### config.mk
export PLATFORM = sky130hd
export DESIGN_NAME = wbii_front
export DESIGN_NICKNAME = d
export VERILOG_FILES = /design/src/hw/rtl/wbii_pkg.sv /design/src/hw/rtl/wbii_front.sv
export SDC_FILE = /design/constraint.sdc
export NUM_CORES = 1
export LEC_CHECK = 0
export ABC_CLOCK_PERIOD_IN_PS = 13000
export BUFFER_PORTS_ARGS = -buffer_cell sky130_fd_sc_hd__buf_2
export CAP_MARGIN = 20
export CORE_ASPECT_RATIO = 0.75
export CORE_UTILIZATION = 50
export DETAILED_ROUTE_END_ITERATION = 8
export GPL_TIMING_DRIVEN = 0
export PLACE_DENSITY = 0.75
export RECOVER_POWER = 50
export SLEW_MARGIN = 25
export SYNTH_ARGS = -nofsm -noshare
export SYNTH_HDL_FRONTEND = slang
export SYNTH_SLANG_ARGS = --single-unit
### constraint.sdc
create_clock -name clk -period 13 [get_ports clk]
set_input_delay 0.65 -clock clk [delete_from_list [all_inputs] [get_ports clk]]
set_output_delay 0.65 -clock clk [all_outputs]
set_load 0.02 [all_outputs]
### src/hw/rtl/wbii_pkg.sv
package wbii_pkg;

    // Grid geometry
    localparam int GRID_COLS = 32;
    localparam int GRID_ROWS = 32;
    localparam int COL_W     = $clog2(GRID_COLS);
    localparam int ROW_W     = $clog2(GRID_ROWS);
    localparam int CELL_SHIFT = $clog2(GRID_COLS);

    // Field and datapath widths
    localparam int SIZE_W   = 15;                      // frame size register
    localparam int D1_W     = SIZE_W - CELL_SHIFT;     // size / 32
    localparam int WGT_W    = D1_W + 1;                // weight, up to d1 + 1
    localparam int POS_W    = SIZE_W + ROW_W;          // size * index
    localparam int BOX_W    = 32;
    localparam int PROD_W   = BOX_W + 2 * WGT_W;       // box * row weight * col weight
    localparam int HALF_W   = PROD_W / 2;
    localparam int VALUE_W  = 64;
    localparam int DH_W     = D1_W + WGT_W;            // d1 * d2 for one axis
    localparam int DEN_W    = 2 * DH_W;                // full denominator

    // Precision factors
    localparam int FACTOR_W = 29;
    localparam logic [FACTOR_W-1:0] FACTOR_FINE = FACTOR_W'(476985600);
    localparam int COARSE_SHIFT = $clog2(65536);
    localparam int SCALED_W = HALF_W + FACTOR_W;

    // Divider sequencing
    localparam int DIV_CNT_W = $clog2(VALUE_W);

    // Queue between the front and the back
    localparam int QUEUE_DEPTH_DEF = 4;

    // Output packing
    localparam int OUT_DATA_W = ((VALUE_W + ROW_W + COL_W + 7) / 8) * 8;

    // Register map
    localparam int APB_ADDR_W = 4;
    localparam int APB_DATA_W = 32;
    typedef enum logic [1:0] {
        REG_FRAME_WIDTH   = 2'd0,
        REG_FRAME_HEIGHT  = 2'd1,
        REG_ROUNDING_MODE = 2'd2
    } reg_idx_t;

    localparam logic [SIZE_W-1:0] FRAME_WIDTH_RST  = SIZE_W'(1920);
    localparam logic [SIZE_W-1:0] FRAME_HEIGHT_RST = SIZE_W'(1080);

    typedef struct packed {
        logic [SIZE_W-1:0] frame_width;
        logic [SIZE_W-1:0] frame_height;
        logic              rounding_mode;
    } cfg_t;

    // One classified item as it travels from front to back
    typedef struct packed {
        logic [BOX_W-1:0] box_sum;
        logic [WGT_W-1:0] wgt_row;
        logic [WGT_W-1:0] wgt_col;
        logic [ROW_W-1:0] row;
        logic [COL_W-1:0] col;
        logic             last;
    } item_t;

    // Second block size: d1 + 1 when size is not a multiple of the grid, else 1
    function automatic logic [WGT_W-1:0] size_hi(input logic [SIZE_W-1:0] size);
        logic [D1_W-1:0] d1;
        d1 = size[SIZE_W-1:CELL_SHIFT];
        if (size[CELL_SHIFT-1:0] != '0)
            return WGT_W'(d1) + WGT_W'(1);
        else
            return WGT_W'(1);
    endfunction

    // Weight of one grid line; pos is size * index
    function automatic logic [WGT_W-1:0] line_weight(input logic [SIZE_W-1:0] size,
                                                     input logic [POS_W-1:0]  pos);
        logic [D1_W-1:0]  d1;
        logic [POS_W:0]   lo;
        logic [POS_W:0]   hi;
        logic [POS_W:0]   len;
        d1  = size[SIZE_W-1:CELL_SHIFT];
        lo  = ((POS_W+1)'(pos) + (POS_W+1)'(GRID_COLS - 1)) >> CELL_SHIFT;
        hi  = ((POS_W+1)'(pos) + (POS_W+1)'(size) + (POS_W+1)'(GRID_COLS - 1)) >> CELL_SHIFT;
        len = hi - lo;
        if (size[CELL_SHIFT-1:0] == '0 || d1 == '0)
            return WGT_W'(1);
        else if (len == (POS_W+1)'(d1))
            return WGT_W'(d1) + WGT_W'(1);
        else
            return WGT_W'(d1);
    endfunction

endpackage

### src/hw/rtl/wbii_front.sv
module wbii_front
    import wbii_pkg::*;
(
    input  logic              clk,
    input  logic              rst_n,
    input  cfg_t              cfg,
    input  logic              s_tvalid,
    output logic              s_tready,
    input  logic [BOX_W-1:0]  s_tdata,     // box_sum
    input  logic              q_full,
    output logic              q_push,
    output item_t             q_item
);

    logic [ROW_W-1:0] row_reg, row_next;
    logic [COL_W-1:0] col_reg, col_next;
    logic [POS_W-1:0] pos_row;
    logic [POS_W-1:0] pos_col;
    logic             at_last_col;
    logic             at_last_row;

    // Handshake: take an item whenever the queue has room
    assign s_tready = !q_full;
    assign q_push   = s_tvalid && !q_full;

    // Position of the current block along each axis
    assign pos_row = POS_W'(cfg.frame_height) * POS_W'(row_reg);
    assign pos_col = POS_W'(cfg.frame_width) * POS_W'(col_reg);

    assign at_last_col = (col_reg == COL_W'(GRID_COLS - 1));
    assign at_last_row = (row_reg == ROW_W'(GRID_ROWS - 1));

    // Classified item
    always_comb
    begin
        q_item.box_sum = s_tdata;
        q_item.wgt_row = line_weight(cfg.frame_height, pos_row);
        q_item.wgt_col = line_weight(cfg.frame_width, pos_col);
        q_item.row     = row_reg;
        q_item.col     = col_reg;
        q_item.last    = at_last_row && at_last_col;
    end

    // Raster position, wraps at the end of the grid
    always_comb
    begin
        row_next = row_reg;
        col_next = col_reg;
        if (q_push)
        begin
            if (at_last_col)
            begin
                col_next = '0;
                row_next = at_last_row ? '0 : row_reg + ROW_W'(1);
            end
            else
            begin
                col_next = col_reg + COL_W'(1);
            end
        end
    end

    always_ff @(posedge clk or negedge rst_n)
    begin
        if (!rst_n)
        begin
            row_reg <= '0;
            col_reg <= '0;
        end
        else
        begin
            row_reg <= row_next;
            col_reg <= col_next;
        end
    end

endmodule

==> qor.csv <==
stage;metric;value;unit
global_routing;track_usage;24.4;%
cells_and_area;area_delta_synth_final;8.82;%
logic_synthesis;yosysMostFrequentCell;ha_1;
place;io_buffers;100;
critical_path;cpPeakStageDelay;0.70;ns
critical_path;slowest_stage;a2111oi_0;
detailed_routing;wirelength;24.6;mm
floorplan;coreArea;0.0188;mm²
clocking;ctsHoldBuffers;0;
floorplan;dieArea;0.0202;mm²
logic_synthesis;synthCells;1274;
job;drv_cap;0;
clocking;clk_pin_slew;0.04;ns
global_routing;antenna_found_initial;0;
logic_synthesis;ys_async_sr_fraction;100;%
worst_hold_path;hold_class;in2async;
logic_synthesis;synth_area_per_cell;7.68;µm²
sta;hold-worst-slack;0.369;ns
logic_synthesis;synth-seq-cells;10;
logic_synthesis;synthesis.area;0.00979;mm²
floorplan;die_width;164;µm
detailed_routing;drc;0;
sta;tns;0;ns
cells_and_area;fillers;1779;
clocking;cts_inserted_buffers;3;
critical_path;start_kind;register;
logic_synthesis;seq_area_frac_synth;2.56;%
critical_path;cp.arrival;10.89;ns
critical_path;cp_data_required_time;12.35;ns
critical_path;crit_top_cell;ha_1;
critical_path;end_kind;primary output;
sta;slew_headroom;28.1;%
cells_and_area;nets;1678;
logic_synthesis;ys_warn_count;0;
detailed_routing;viasPerCell;5.72;
sta;maxSlewViolCount;0;
clocking;cts_root_buf;clkbuf_16;
global_routing;first_global_vias;8307;
outcome;outcome;finished, final reports clean;
logic_synthesis;post-synth-top-area-cell;ha_1;
sta;period_share;88.8;%
logic_synthesis;synth_area_leaders;ha_1, fa_1, xnor2_1;
sta;fin_ws;1.46;ns
clocking;cts_setup_buffers;0;
logic_synthesis;yosys-top-cells-count;ha_1, nand2_1, inv_1, and2_1, a21oi_1;
sta;finalCriticalPeriod;11.54;ns
logic_synthesis;ys_types;70;
cells_and_area;layout-drive-gt1-share;9.72;%
critical_path;worstPathMaxFanout;10;
global_routing;grt_first_pass_wirelength;40.4;mm
logic_synthesis;synthFlopType;dfrtp_1;
clocking;cts.htree.levels;1;
cells_and_area;stdcell_count;1625;
floorplan;initial_core_util;52.0;%
logic_synthesis;synth_top_area_share;19.4;%
sta;rsz0062_at_grt;no;
detailed_routing;route.vias.total;9295;
logic_synthesis;synth-edff-count;0;
floorplan;die_y;123;µm
place;dpl.cell_count;1621;
place;place_ws;1.91;ns
clocking;cts_tree;yes;
place;place_congestion;0.919;
detailed_routing;drtPass1Iterations;5;
logic_synthesis;syn_nets;1573;
clocking;ctsResizeCount;0;
global_routing;grt-ovfl-total;0;
detailed_routing;dr.first_iter.drc_count;697;
sta;fin_skew;0.00171;ns
sta;worst_pin_slew;1.05;ns
detailed_routing;routedWlPerCell;15.1;µm
sta;setup_viol;0;
floorplan;ios;134;
cells_and_area;num_antenna_cells;0;
place;dp_hpwl;21.0;mm
global_routing;grt_max_degree;12;
critical_path;path_class;reg2out;
detailed_routing;antenna_left;0;
sta;clock.fmax;86.6;MHz
floorplan;num_rows;43;
clocking;clock_path_buffers;2;
sta;hold_violations;0;
clocking;cts.sinks;10;
clocking;clk_latency;0.24;ns
-- final cells by class --
type	instances	area [µm²]	area share, %
Buffer	77	415	3.90
Inverter	120	450	4.23
Tap cell	247	309	2.90
Timing Repair Buffer	100	459	4.31
Multi-Input combinational cell	1067	8680	81.5
Clock buffer	4	88.8	0.834
Sequential cell	10	250	2.35
-- routing by layer --
metal / track usage, % / share of wire, % / vias to the layer above
met5: 0 / 0 / -
met3: 2.01 / 7.3 / 8
met1: 39.6 / 52 / 4357
li1: - / - / 4608
met4: 1.68 / 0.37 / 0
met2: 35.7 / 40 / 322
-- critical path: cells and delay by family (launching register included) --
kind / cells / cell delay (ns)
multiplexers: 1 / 0.19
XOR/XNOR: 2 / 0.69
buffers and inverters: 5 / 1.22
adder cells (fa/ha/maj): 7 / 3.03
AO/OA/AOI/OAI: 11 / 2.95
AND/OR/NAND/NOR: 8 / 2.22
flip-flops: 1 / 0.34
-- stage by stage --
step                      utilization (%)  instance area [µm²]
after detailed placement             56.3                10600
after floorplan                         -                 9790
final                                56.6                10700
after global placement               56.3                10600
after CTS                            56.8                10700
after global routing                 56.6                10700
-- kinds of logic (layout without fill, tap and decap cells) --
logic type                 after synthesis  after routing  share of synthesized area [%]
AOI/OAI and AO/OA                      263            263                           17.7
DFF                                     10             10                           2.56
muxes                                   12             12                           1.27
xor gates and xnor gates               106            106                           9.48
and+or+nand+nor                        454            454                           24.3
buffers and inverters                  197            301                           8.84
adders and majority gates              232            232                           35.8
-- path summary, 6_finish.rpt --
path	start	end	slack [ns]	depth (start not counted)
setup reg to reg	col_reg[2]	row_reg[3]	10.99	7
setup / recovery	row_reg[3]	q_item[30]	1.46	34
hold reg to reg	col_reg[2]	col_reg[2]	0.57	2
hold / removal	rst_n	col_reg[2]	0.37	1
min in group clk	col_reg[2]	col_reg[2]	0.57	2
max in group asynchronous	rst_n	row_reg[1]	12.27	1
-- placed cells by master, fill, tap and decap left out, types with 4 or more instances in the layout --
master and instances:
a21oi_1 81, o21a_1 20, dfrtp_1 10, o21bai_1 8
a2111oi_0 7, o2111ai_1 8, clkbuf_1 71, o211a_1 5
nor2_1 73, and3_1 17, or2_2 8, ha_1 152
or4_1 11, o22ai_1 5, nor4_1 11, nand2b_1 15
a211oi_1 7, nand3_1 27, nor3_1 22, xnor2_1 64
or3_1 8, a21o_1 15, buf_2 72, mux2i_1 9
inv_1 120, buf_4 32, and2_1 89, o21ai_0 43
nor2b_1 13, xor2_1 42, and4_1 4, fa_1 80
o31ai_1 12, a31oi_1 13, nand4_1 13, o211ai_1 10
nand2_1 122
Power is left out: the tool's default activity adds up to more than one toggle a clock period on the data nets, which glitch-free logic cannot reach.
