**config.mk**
```make
export PLATFORM = sky130hd
export DESIGN_NAME = wbii_queue
export DESIGN_NICKNAME = d
export VERILOG_FILES = /design/src/hw/rtl/wbii_pkg.sv /design/src/hw/rtl/wbii_queue.sv
export SDC_FILE = /design/constraint.sdc
export NUM_CORES = 1
export LEC_CHECK = 0
export ABC_AREA = 1
export BUFFER_PORTS_ARGS = -buffer_cell sky130_fd_sc_hd__buf_2
export CAP_MARGIN = 20
export CELL_PAD_IN_SITES_DETAIL_PLACEMENT = 1
export CELL_PAD_IN_SITES_GLOBAL_PLACEMENT = 2
export CORE_MARGIN = 8
export CORE_UTILIZATION = 36
export DETAILED_ROUTE_END_ITERATION = 7
export PLACE_DENSITY = 0.79
export SETUP_SLACK_MARGIN = 0.05
export SYNTH_ARGS = -nofsm -noshare
export SYNTH_HDL_FRONTEND = slang
export SYNTH_SLANG_ARGS = --single-unit
```
**constraint.sdc**
```tcl
create_clock -name clk -period 2.37 [get_ports clk]
set_input_delay 0.1185 -clock clk [delete_from_list [all_inputs] [get_ports clk]]
set_output_delay 0.1185 -clock clk [all_outputs]
set_load 0.05 [all_outputs]
```
**src/hw/rtl/wbii_pkg.sv**
```systemverilog
package wbii_pkg;

    // Grid geometry
    localparam int GRID_COLS = 32;
    localparam int GRID_ROWS = 32;
    localparam int COL_W     = $clog2(GRID_COLS);
    localparam int ROW_W     = $clog2(GRID_ROWS);
    localparam int CELL_SHIFT = $clog2(GRID_COLS);

    // Field and datapath widths
    localparam int SIZE_W   = 15;                      // frame size register
    localparam int D1_W     = SIZE_W - CELL_SHIFT;     // size / 32
    localparam int WGT_W    = D1_W + 1;                // weight, up to d1 + 1
    localparam int POS_W    = SIZE_W + ROW_W;          // size * index
    localparam int BOX_W    = 32;
    localparam int PROD_W   = BOX_W + 2 * WGT_W;       // box * row weight * col weight
    localparam int HALF_W   = PROD_W / 2;
    localparam int VALUE_W  = 64;
    localparam int DH_W     = D1_W + WGT_W;            // d1 * d2 for one axis
    localparam int DEN_W    = 2 * DH_W;                // full denominator

    // Precision factors
    localparam int FACTOR_W = 29;
    localparam logic [FACTOR_W-1:0] FACTOR_FINE = FACTOR_W'(476985600);
    localparam int COARSE_SHIFT = $clog2(65536);
    localparam int SCALED_W = HALF_W + FACTOR_W;

    // Divider sequencing
    localparam int DIV_CNT_W = $clog2(VALUE_W);

    // Queue between the front and the back
    localparam int QUEUE_DEPTH_DEF = 4;

    // Output packing
    localparam int OUT_DATA_W = ((VALUE_W + ROW_W + COL_W + 7) / 8) * 8;

    // Register map
    localparam int APB_ADDR_W = 4;
    localparam int APB_DATA_W = 32;
    typedef enum logic [1:0] {
        REG_FRAME_WIDTH   = 2'd0,
        REG_FRAME_HEIGHT  = 2'd1,
        REG_ROUNDING_MODE = 2'd2
    } reg_idx_t;

    localparam logic [SIZE_W-1:0] FRAME_WIDTH_RST  = SIZE_W'(1920);
    localparam logic [SIZE_W-1:0] FRAME_HEIGHT_RST = SIZE_W'(1080);

    typedef struct packed {
        logic [SIZE_W-1:0] frame_width;
        logic [SIZE_W-1:0] frame_height;
        logic              rounding_mode;
    } cfg_t;

    // One classified item as it travels from front to back
    typedef struct packed {
        logic [BOX_W-1:0] box_sum;
        logic [WGT_W-1:0] wgt_row;
        logic [WGT_W-1:0] wgt_col;
        logic [ROW_W-1:0] row;
        logic [COL_W-1:0] col;
        logic             last;
    } item_t;

    // Second block size: d1 + 1 when size is not a multiple of the grid, else 1
    function automatic logic [WGT_W-1:0] size_hi(input logic [SIZE_W-1:0] size);
        logic [D1_W-1:0] d1;
        d1 = size[SIZE_W-1:CELL_SHIFT];
        if (size[CELL_SHIFT-1:0] != '0)
            return WGT_W'(d1) + WGT_W'(1);
        else
            return WGT_W'(1);
    endfunction

    // Weight of one grid line; pos is size * index
    function automatic logic [WGT_W-1:0] line_weight(input logic [SIZE_W-1:0] size,
                                                     input logic [POS_W-1:0]  pos);
        logic [D1_W-1:0]  d1;
        logic [POS_W:0]   lo;
        logic [POS_W:0]   hi;
        logic [POS_W:0]   len;
        d1  = size[SIZE_W-1:CELL_SHIFT];
        lo  = ((POS_W+1)'(pos) + (POS_W+1)'(GRID_COLS - 1)) >> CELL_SHIFT;
        hi  = ((POS_W+1)'(pos) + (POS_W+1)'(size) + (POS_W+1)'(GRID_COLS - 1)) >> CELL_SHIFT;
        len = hi - lo;
        if (size[CELL_SHIFT-1:0] == '0 || d1 == '0)
            return WGT_W'(1);
        else if (len == (POS_W+1)'(d1))
            return WGT_W'(d1) + WGT_W'(1);
        else
            return WGT_W'(d1);
    endfunction

endpackage

```
**src/hw/rtl/wbii_queue.sv**
```systemverilog
module wbii_queue
    import wbii_pkg::*;
#(
    parameter int DEPTH = QUEUE_DEPTH_DEF
)
(
    input  logic  clk,
    input  logic  rst_n,
    input  logic  push,
    input  item_t push_item,
    output logic  full,
    input  logic  pop,
    output item_t pop_item,
    output logic  empty
);

    localparam int PTR_W = (DEPTH > 1) ? $clog2(DEPTH) : 1;
    localparam int CNT_W = $clog2(DEPTH + 1);

    item_t            slots_reg [DEPTH];
    logic [PTR_W-1:0] wr_ptr_reg, wr_ptr_next;
    logic [PTR_W-1:0] rd_ptr_reg, rd_ptr_next;
    logic [CNT_W-1:0] count_reg, count_next;

    assign full     = (count_reg == CNT_W'(DEPTH));
    assign empty    = (count_reg == '0);
    assign pop_item = slots_reg[rd_ptr_reg];

    // Pointer and fill level
    always_comb
    begin
        wr_ptr_next = wr_ptr_reg;
        rd_ptr_next = rd_ptr_reg;
        count_next  = count_reg;
        if (push)
            wr_ptr_next = (wr_ptr_reg == PTR_W'(DEPTH - 1)) ? '0 : wr_ptr_reg + PTR_W'(1);
        if (pop)
            rd_ptr_next = (rd_ptr_reg == PTR_W'(DEPTH - 1)) ? '0 : rd_ptr_reg + PTR_W'(1);
        if (push && !pop)
            count_next = count_reg + CNT_W'(1);
        else if (pop && !push)
            count_next = count_reg - CNT_W'(1);
    end

    always_ff @(posedge clk or negedge rst_n)
    begin
        if (!rst_n)
        begin
            wr_ptr_reg <= '0;
            rd_ptr_reg <= '0;
            count_reg  <= '0;
        end
        else
        begin
            wr_ptr_reg <= wr_ptr_next;
            rd_ptr_reg <= rd_ptr_next;
            count_reg  <= count_next;
        end
    end

    // Entry storage
    always_ff @(posedge clk)
    begin
        if (push)
            slots_reg[wr_ptr_reg] <= push_item;
    end

endmodule

```
==> impl_metrics.toml, run 1 <==
[place]
total_instance_count_after_detailed_placement = 1311
dp_worst_setup_slack_ns = 0.436
gpl.final_weighted_congestion = 0.685
numPortBuffers = 135
dpl.hpwl_mm = 15.9

[routing]
mean_routed_wirelength_per_cell_um = 17.5
drt_wl_total_mm = 25.1
drt-initial-drc-count = 345
route.vias.total = 6718
detail-route-antenna-nets = 0
drt_drc_violations_left = 0
drt-pass1-iter-count = 4
vias_per_cell = 4.69

[synth]
synth_top_cell_area_share = 0.733
synthArstFlopShare = 0.0262
syn-cell-area_um2 = 10600
synth_fa_ha_area_frac = 0.00893
largest_family_of_logic_cells_by_synthesized_area = "compound AO/OA/AOI/OAI gates"
number_of_synthesized_register_bits = 267
netlist_top_cells_area = "edfxtp_1, o211ai_1, nand2_1"
dominant_cell_by_count_in_the_synthesized_netlist = "edfxtp_1"
synth_common_cells = "edfxtp_1, nand2_1, inv_1"
post_synth_inst_count = 810
yosys_most_used_dff = "edfxtp_1"
synth.yosys.seq_area_share = 0.750
netlist.top_cell.by_area = "edfxtp_1"
synth-edff-count = 260
synthesized_area_divided_by_synthesized_cell_count_um2 = 13.1
postSynthNetCount = 886
yosysWarningCount = 0
post_synth_xor_area_fraction = 0.000823
synth_simple_gate_area_frac = 0.0767
compound_cell_area_share_of_the_yosys_netlist = 0.0935
muxShareOfSynthArea = 0
synth_cell_type_count = 19

[cells_and_area]
layout.nets = 1096
largest_register_ffs = 260
final_cells = 1431
post_route_cells_drive_above_1_share = 0.187
areaGrowthSynthToFinish_pct = 26.6
antenna_cells_inserted = 0
layout.filler_cells = 3038

[clocking]
clock_latency_on_the_worst_skew_pair_ns = 0.53
htreeDepth = 1
clockRootBuffer = "clkbuf_16"
cts.sink_count = 267
clock_tree_from_tritoncts = "done"
cts_buffers = 28
cts.reportedPaths.clkPinSlew_ns = 0.06
clock_tree.buffer_depth = 3

[pwr]
irDropWorstVdd_mv = 0.631
power_per_cell_area_nw_per_um2 = 1310
static-leakage-power_uw = 0.00544
p_int_uw = 10200
power_frac_clock = 0.229
total_power_uw = 17600
combinationalPowerShare = 0.416
seq_power_share = 0.355
netSwitchingFraction = 0.423
net_switching_power_of_the_design_uw = 7470

[global_route]
grt_pass1_wl_mm = 40.0
grt_remaining_overflow = 0
grt_start_max_net_pins = 57
initial_antenna_violation_count = 1
all_layer_gr_usage = 0.142
via_count_of_the_first_global_routing_pass = 7377

[worst_setup_path]
worst_setup_sp = "rd_ptr_reg[0]"
ff_to_ff_end = "slots_reg[2][12]"
setup.worst_path.class = "reg2out"
worstSetupEndpointType = "primary output"
worst_r2r_path_depth = 5
crit_path_start_kind = "register"
rr_startpoint = "wr_ptr_reg[0]"
internal_reg_to_reg_setup_slack_ns = 0.47
timing.critical_path.required_ns = 2.25
cp_max_fo = 55
critical_path_arrival_ns = 2.09
crit_end = "pop_item[36]"

[sta]
finalSetupViolCount = 0
grt_setup_unrepaired = "yes"
clock_skew_ns = 0.00798
final.period_utilization = 0.932
fin_hold_viols = 0
highest_clock_frequency_the_design_can_meet_ghz = 0.453
timing_max_transition_violations_final = 0
min_period_ns = 2.21
setup_ws_ns = 0.162
max_slew_margin = 0.644
slew_of_the_pin_with_the_lowest_slew_margin_ns = 0.532
tns_setup_ns = 0

[die]
num_io_pins = 136
initial_utilization = 0.362
die-width_um = 188
core_region_area_um2 = 29400
dieArea_um2 = 35300
chipHeight_um = 188
core.rowCount = 63

[hold_path]
worst_hold_path_type = "in2reg"
hp-start = "push_item[60]"

[run]
max_cap_violations = 0

[run_status]
run_status = "finished clean"
[cells in the final DEF (no fill, tap or decap)]
cell / n
buf_12: 12
buf_16: 1
buf_2: 134
buf_4: 4
buf_6: 1
bufinv_16: 2
clkbuf_1: 5
clkbuf_16: 29
clkbuf_4: 1
clkinv_1: 11
clkinv_2: 7
clkinvlp_4: 2
dfrtp_1: 6
dfrtp_2: 1
dlygate4sd3_1: 69
edfxtp_1: 260
fa_1: 1
ha_1: 6
inv_1: 137
inv_2: 1
nand2_1: 211
nand3_1: 1
nand4_1: 1
nor2_1: 1
nor3_1: 2
o211ai_1: 130
o21ai_0: 3
o21ai_1: 1
xnor2_1: 1
[area by class of cell]
| class | instances | area [um^2] | share of cell area |
|---|---|---|---|
| sequential | 267 | 7980 | 0.592 |
| clock buffer | 34 | 744 | 0.0552 |
| clock inverter | 17 | 96.3 | 0.00715 |
| multi-input combinational | 358 | 1920 | 0.142 |
| timing repair buffer | 222 | 1680 | 0.124 |
| inverter | 143 | 573 | 0.0425 |
| tap | 390 | 488 | 0.0362 |
[worst max-delay path, stage by stage (launching register included)]
cell,delay (ns)
dfrtp_1,0.41
bufinv_16,0.32
buf_16,0.26
nand2_1,0.08
o211ai_1,0.12
nand2_1,0.12
buf_2,0.23
[cell families after synthesis]
kind of cell,Yosys count
AO/OA/AOI/OAI,134
XOR/XNOR,1
adder cells (fa/ha/maj),7
buffers and inverters,185
flip-flops,267
AND/OR/NAND/NOR,216
[through the flow]
| stage | hold slack [ns] | cell area, um^2 | utilization |
|---|---|---|---|
| 2_1_floorplan | -0.177 | 10700 | - |
| 3_3_place_gp | -0.0252 | 11900 | 0.405 |
| 3_5_place_dp | -0.0207 | 11900 | 0.405 |
| 4_1_cts | 0.310 | 13500 | 0.458 |
| 5_1_grt | 0.334 | 13500 | 0.458 |
| 6_report | 0.340 | 13500 | 0.458 |
[per-layer routing]
metal  global-route usage  wire length, um  vias up
li1                     -                -     3251
met1                0.166            10300     3298
met2                0.260            13100      127
met3               0.0306             1130       40
met4               0.0333              526        2
met5                    0               10        -
[what timing repair did]
action	CTS	global route
buffers inserted	0	0
hold endpoints to repair	271	0
gates resized for setup	3	4
hold buffers	69	0
endpoints found under the setup margin	1	10
pin swaps	0	0
[power groups by stage]
stage | Clock, uW | Sequential, uW | Combinational [uW]
3_3_place_gp | 0 | 6320 | 7200
5_1_grt | 4340 | 6320 | 7940
4_1_cts | 4160 | 6280 | 7460
2_1_floorplan | 0 | 6330 | 5250
3_5_place_dp | 0 | 6370 | 7320
6_report | 4040 | 6260 | 7330
[worst min-delay path by stage]
stage / endpoint / depth (start not counted)
2_1_floorplan: count_reg[0] / 0
3_3_place_gp: count_reg[2] / 1
3_5_place_dp: count_reg[2] / 1
4_1_cts: slots_reg[1][17] / 2
5_1_grt: slots_reg[2][35] / 2
6_report: slots_reg[3][60] / 2
Note: power is estimated with default switching activity, not from simulation.
==> run 2, diff against run 1 <==
- ABC_AREA: 1 -> unset
- CORE_UTILIZATION: 36 -> 41
==> impl_metrics.toml, run 2 <==
[run_status]
run_status = "finished clean"

[synth]
yosysWarningCount = 0
synth.yosys.seq_area_share = 0.812
synth_top_cell_area_share = 0.794
synth-edff-count = 260
syn-cell-area_um2 = 9830
synthArstFlopShare = 0.0262
synth_common_cells = "edfxtp_1, mux4_2, dfrtp_1"
netlist.top_cell.by_area = "edfxtp_1"
netlist_top_cells_area = "edfxtp_1, mux4_2, dfrtp_1"
yosys_most_used_dff = "edfxtp_1"
dominant_cell_by_count_in_the_synthesized_netlist = "edfxtp_1"
postSynthNetCount = 453
synth_cell_type_count = 20
synthesized_area_divided_by_synthesized_cell_count_um2 = 26.1
post_synth_inst_count = 377
number_of_synthesized_register_bits = 267

[sta]
max_slew_margin = 0.695
highest_clock_frequency_the_design_can_meet_ghz = 0.450
clock_skew_ns = 0.0197
min_period_ns = 2.22
grt_setup_unrepaired = "no"
tns_setup_ns = 0
final.period_utilization = 0.939
fin_hold_viols = 0
setup_ws_ns = 0.146
slew_of_the_pin_with_the_lowest_slew_margin_ns = 0.457
finalSetupViolCount = 0
timing_max_transition_violations_final = 0

[cells_and_area]
layout.nets = 686
post_route_cells_drive_above_1_share = 0.412
largest_register_ffs = 260
fin_util = 0.537
final_cell_mix = "edfxtp_1, buf_2, dlygate4sd3_1, mux4_2, clkbuf_16"
layout_commonest_cell = "edfxtp_1"
areaGrowthSynthToFinish_pct = 28.1

[worst_setup_path]
setup.worst_path.class = "reg2out"
cp_max_fo = 23
timing.critical_path.required_ns = 2.25
worstSetupEndpointType = "primary output"
critical_path_arrival_ns = 2.11
crit_path_start_kind = "register"
cp_cell_sequence = "buf_8 -> mux4_2 -> buf_2"
crit_path_max_incr_delay_ns = 0.56
worst_r2r_path_depth = 4
critical_path.slowest_cell = "mux4_2"

[global_route]
grt_pass1_wl_mm = 31.5
initial_antenna_violation_count = 1
grt_remaining_overflow = 0
grt_start_max_net_pins = 66
via_count_of_the_first_global_routing_pass = 5497
all_layer_gr_usage = 0.140

[routing]
mean_routed_wirelength_per_cell_um = 21.6
drt-initial-drc-count = 241
detail-route-antenna-nets = 0
drt_drc_violations_left = 0
drt_wl_total_mm = 20.6
route.vias.total = 4717
drt-pass1-iter-count = 4
vias_per_cell = 4.95

[pwr]
irDropWorstVdd_mv = 0.829
static-leakage-power_uw = 0.00437
power_per_cell_area_nw_per_um2 = 1350
combinationalPowerShare = 0.378
p_int_uw = 10600
power_frac_clock = 0.247
net_switching_power_of_the_design_uw = 6360
netSwitchingFraction = 0.374
seq_power_share = 0.375

[die]
core_region_area_um2 = 23500
dieArea_um2 = 29200
chipHeight_um = 171
die-width_um = 171
num_io_pins = 136
core.rowCount = 56
initial_utilization = 0.419

[run]
max_cap_violations = 0

[clocking]
cts_buffers = 29
cts.reportedPaths.clkPinSlew_ns = 0.06
clock_latency_on_the_worst_skew_pair_ns = 0.54
clock_tree_from_tritoncts = "done"
cts.sink_count = 267
htreeDepth = 1
clockRootBuffer = "clkbuf_16"
clock_tree.buffer_depth = 3

[place]
gpl.final_weighted_congestion = 0.665
dpl.hpwl_mm = 11.8
dp_worst_setup_slack_ns = 0.547
numPortBuffers = 135

[hold_path]
worst_hold_path_type = "in2reg"
min_delay_path_depth = 2
==> run 2: cell types whose count changed in the layout (fill, tap and decap cells not counted), moves of 5 or more <==
cell and delta:
nand2_1 -209, inv_1 -133, o211ai_1 -130, mux4_2 +65, buf_12 -7, clkinv_1 -5
==> run 2: kinds of logic after synthesis <==
| group | synth area share |
|---|---|
| muxes | 0.152 |
| DFF | 0.812 |
| buffers and inverters | 0.0164 |
| adders and majority gates | 0.00967 |
| and+or+nand+nor | 0.00573 |
| AOI/OAI and AO/OA | 0.00102 |
| xor gates and xnor gates | 0.00267 |
==> run 2: cell type report <==
| type | instances | area [um^2] |
|---|---|---|
| Fill cell | 2036 | 10900 |
| Antenna cell | 1 | 2.50 |
| Clock inverter | 12 | 85.1 |
| Tap cell | 319 | 399 |
| Multi-Input combinational cell | 91 | 1700 |
| Inverter | 4 | 15.0 |
| Timing Repair Buffer | 217 | 1590 |
| Clock buffer | 42 | 815 |
| Sequential cell | 267 | 7990 |
==> run 2: power groups by stage <==
stage / Sequential [uW] / Clock, uW / Combinational, uW
after detailed placement: 6520 / 0 / 6270
final: 6370 / 4190 / 6430
after CTS: 6380 / 4310 / 6510
after floorplan: 6300 / 0 / 5040
after global placement: 6460 / 0 / 6200
after global routing: 6450 / 4460 / 6790
==> run 2: critical path: cells and delay by family, from the launching register on <==
kind	cells	cell delay [ns]
flip-flops	1	0.47
buffers and inverters	2	0.51
multiplexers	1	0.56
==> run 2: metal layers <==
| metal | part of all wire | wire (um) | GRT usage |
|---|---|---|---|
| met1 | 0.41 | 8440 | 0.173 |
| met2 | 0.51 | 10500 | 0.245 |
| met3 | 0.062 | 1270 | 0.0318 |
| met4 | 0.020 | 403 | 0.0389 |
| met5 | 0 | 0 | 0 |
==> run 2: through the flow <==
step / cells / hold WS [ns] / power, uW / cell area, um^2
final: 953 / 0.330 / 17000 / 12600
after global routing: 953 / 0.323 / 17700 / 12600
after CTS: 951 / 0.307 / 17200 / 12600
after detailed placement: 827 / -0.0314 / 12800 / 10900
after global placement: 827 / -0.0374 / 12700 / 10900
after floorplan: 377 / -0.177 / 11300 / 9830
==> run 2: path summary, 6_finish.rpt <==
| check | end | startpoint | slack, ns |
|---|---|---|---|
| max in group asynchronous | rd_ptr_reg[1] | rst_n | 1.45 |
| setup reg to reg | slots_reg[1][62] | wr_ptr_reg[1] | 0.70 |
| hold reg to reg | count_reg[2] | count_reg[2] | 0.51 |
| hold / removal | slots_reg[1][44] | push_item[44] | 0.33 |
| setup / recovery | pop_item[35] | rd_ptr_reg[0] | 0.15 |
| min in group asynchronous | count_reg[1] | rst_n | 0.60 |
==> run 2: repair_timing <==
item                                   CTS  global route
endpoints found under the hold margin  271             0
setup buffers                            1             0
setup endpoints to repair               35            22
pin swaps                                0             0
cloned                                   0             1
gates resized for setup                  2             2
hold buffers                            69             0
==> run 3, diff against run 2 <==
- CELL_PAD_IN_SITES_GLOBAL_PLACEMENT: 2 -> 1
- CORE_ASPECT_RATIO: unset -> 1.1
- CORE_UTILIZATION: 41 -> 45
- PLACE_DENSITY: 0.79 -> 0.78
==> impl_metrics.toml, run 3 (synthesis gave the netlist of run 2 again) <==
[global_route]
all_layer_gr_usage = 0.152
via_count_of_the_first_global_routing_pass = 5464
globalRoute.busiestLayer = "met2"
grt.met3_usage = 0.0318
grt_util_met1 = 0.174
initial_antenna_violation_count = 1
global_route.usage.met2 = 0.285
grt_start_max_net_pins = 43
grt_pass1_wl_mm = 31.1
grt_remaining_overflow = 0

[cells_and_area]
sequential_cell_area_um2 = 7990
largest_register_ffs = 260
antenna_cells_inserted = 0
multi_input_comb_area_um2 = 1700
final_cell_mix = "edfxtp_1, buf_2, dlygate4sd3_1, mux4_2, clkbuf_16"
layout.nets = 682
layout.filler_cells = 1826
post_route_cells_drive_above_1_share = 0.411
areaGrowthSynthToFinish_pct = 26.8
layout_commonest_cell = "edfxtp_1"

[die]
core.rowCount = 56
die-width_um = 157
dieArea_um2 = 26800
chipHeight_um = 171
num_io_pins = 136
initial_utilization = 0.460
core_region_area_um2 = 21400

[pwr]
net_switching_power_of_the_design_uw = 6230
power_frac_clock = 0.244
netSwitchingFraction = 0.371
static-leakage-power_uw = 0.00433
power_per_cell_area_nw_per_um2 = 1350
combinationalPowerShare = 0.377
irDropWorstVdd_mv = 0.641
p_int_uw = 10600
seq_power_share = 0.379

[clocking]
clock_tree_from_tritoncts = "done"
cts_buffers = 26
cts.sink_count = 267
clock_tree.buffer_depth = 3
cts_setup_buffers = 0
cts.reportedPaths.clkPinSlew_ns = 0.06
clockRootBuffer = "clkbuf_16"
clock_latency_on_the_worst_skew_pair_ns = 0.50
htreeDepth = 1

[sta]
fin_hold_viols = 0
min_period_ns = 2.21
finalSetupViolCount = 0
grt_setup_unrepaired = "no"
setup_ws_ns = 0.159
tns_setup_ns = 0
clock_skew_ns = 0.00651
final.period_utilization = 0.933
slew_of_the_pin_with_the_lowest_slew_margin_ns = 0.409
max_slew_margin = 0.727
timing_max_transition_violations_final = 0
highest_clock_frequency_the_design_can_meet_ghz = 0.452

[routing]
route.vias.total = 4619
drt_wl_total_mm = 20.4
detail-route-antenna-nets = 0
drt-pass1-iter-count = 4
drt_drc_violations_left = 0
vias_per_cell = 5.06
mean_routed_wirelength_per_cell_um = 22.3
drt-initial-drc-count = 209

[worst_setup_path]
critical_path_arrival_ns = 2.09
crit_path_start_kind = "register"
crit_path_max_incr_delay_ns = 0.57
worst_r2r_path_depth = 4
worstSetupEndpointType = "primary output"
worst_setup_sp = "rd_ptr_reg[0]"
cp_cell_sequence = "buf_16 -> mux4_2 -> buf_2"
ff_to_ff_end = "slots_reg[0][55]"
cp_max_fo = 42
rr_startpoint = "wr_ptr_reg[0]"
timing.critical_path.required_ns = 2.25
internal_reg_to_reg_setup_slack_ns = 0.77
crit_end = "pop_item[8]"
setup.worst_path.class = "reg2out"
critical_path.slowest_cell = "mux4_2"

[place]
dp_worst_setup_slack_ns = 0.655
numPortBuffers = 135
gpl.final_weighted_congestion = 0.698
dpl.hpwl_mm = 12.5

[run]
max_cap_violations = 0

[run_status]
run_status = "finished clean"

[hold_path]
worst_hold_path_type = "in2reg"
[run 3: stage by stage]
stage	total power (uW)	cells	util	cell area (um^2)	hold slack, ns
after floorplan	11300	377	-	9830	-0.177
after global placement	12600	799	0.511	10900	-0.0403
after detailed placement	12800	799	0.511	10900	-0.0343
after CTS	17000	913	0.583	12500	0.344
after global routing	17500	913	0.583	12500	0.364
final	16800	913	0.583	12500	0.362
[run 3: worst max-delay path: cells and delay by family (launching register included)]
family / cells / cell delay (ns)
muxes: 1 / 0.57
buffers and inverters: 2 / 0.51
DFF: 1 / 0.46
[run 3: layout make-up]
| cell class | count | area share |
|---|---|---|
| clock buffer | 31 | 0.0554 |
| clock inverter | 14 | 0.0130 |
| inverter | 4 | 0.00120 |
| multi-input combinational | 91 | 0.136 |
| sequential | 267 | 0.641 |
| tap | 290 | 0.0291 |
| timing repair buffer | 216 | 0.124 |
[run 3: worst min path at each step]
| stage | slack, ns | depth (start not counted) | from | endpoint |
|---|---|---|---|---|
| 6_report | 0.36 | 2 | push_item[18] | slots_reg[2][18] |
| 5_1_grt | 0.36 | 2 | push_item[35] | slots_reg[3][35] |
| 4_1_cts | 0.34 | 2 | push_item[50] | slots_reg[0][50] |
| 3_5_place_dp | -0.03 | 1 | rst_n | count_reg[2] |
| 3_3_place_gp | -0.04 | 1 | rst_n | count_reg[2] |
| 2_1_floorplan | -0.18 | 0 | rst_n | count_reg[0] |
[run 3: power by group through the flow]
| stage | Combinational, uW | Sequential (uW) | Clock (uW) |
|---|---|---|---|
| after global routing | 6690 | 6440 | 4330 |
| final | 6330 | 6370 | 4100 |
| after detailed placement | 6340 | 6470 | 0 |
| after CTS | 6460 | 6380 | 4210 |
| after floorplan | 5040 | 6300 | 0 |
| after global placement | 6260 | 6390 | 0 |
[run 3: what timing repair did]
item | CTS | global route
hold buffers | 69 | 0
endpoints found under the hold margin | 271 | 0
resized for setup | 0 | 1
endpoints found under the setup margin | 0 | 2
[run 3: layer usage]
layer  routed length, um  share of wire  up-vias
met5                  13        0.00064        -
met1                7930           0.39     2407
met4                 313          0.015        2
met3                1020          0.050       28
li1                    -              -     2070
met2               11100           0.54      112
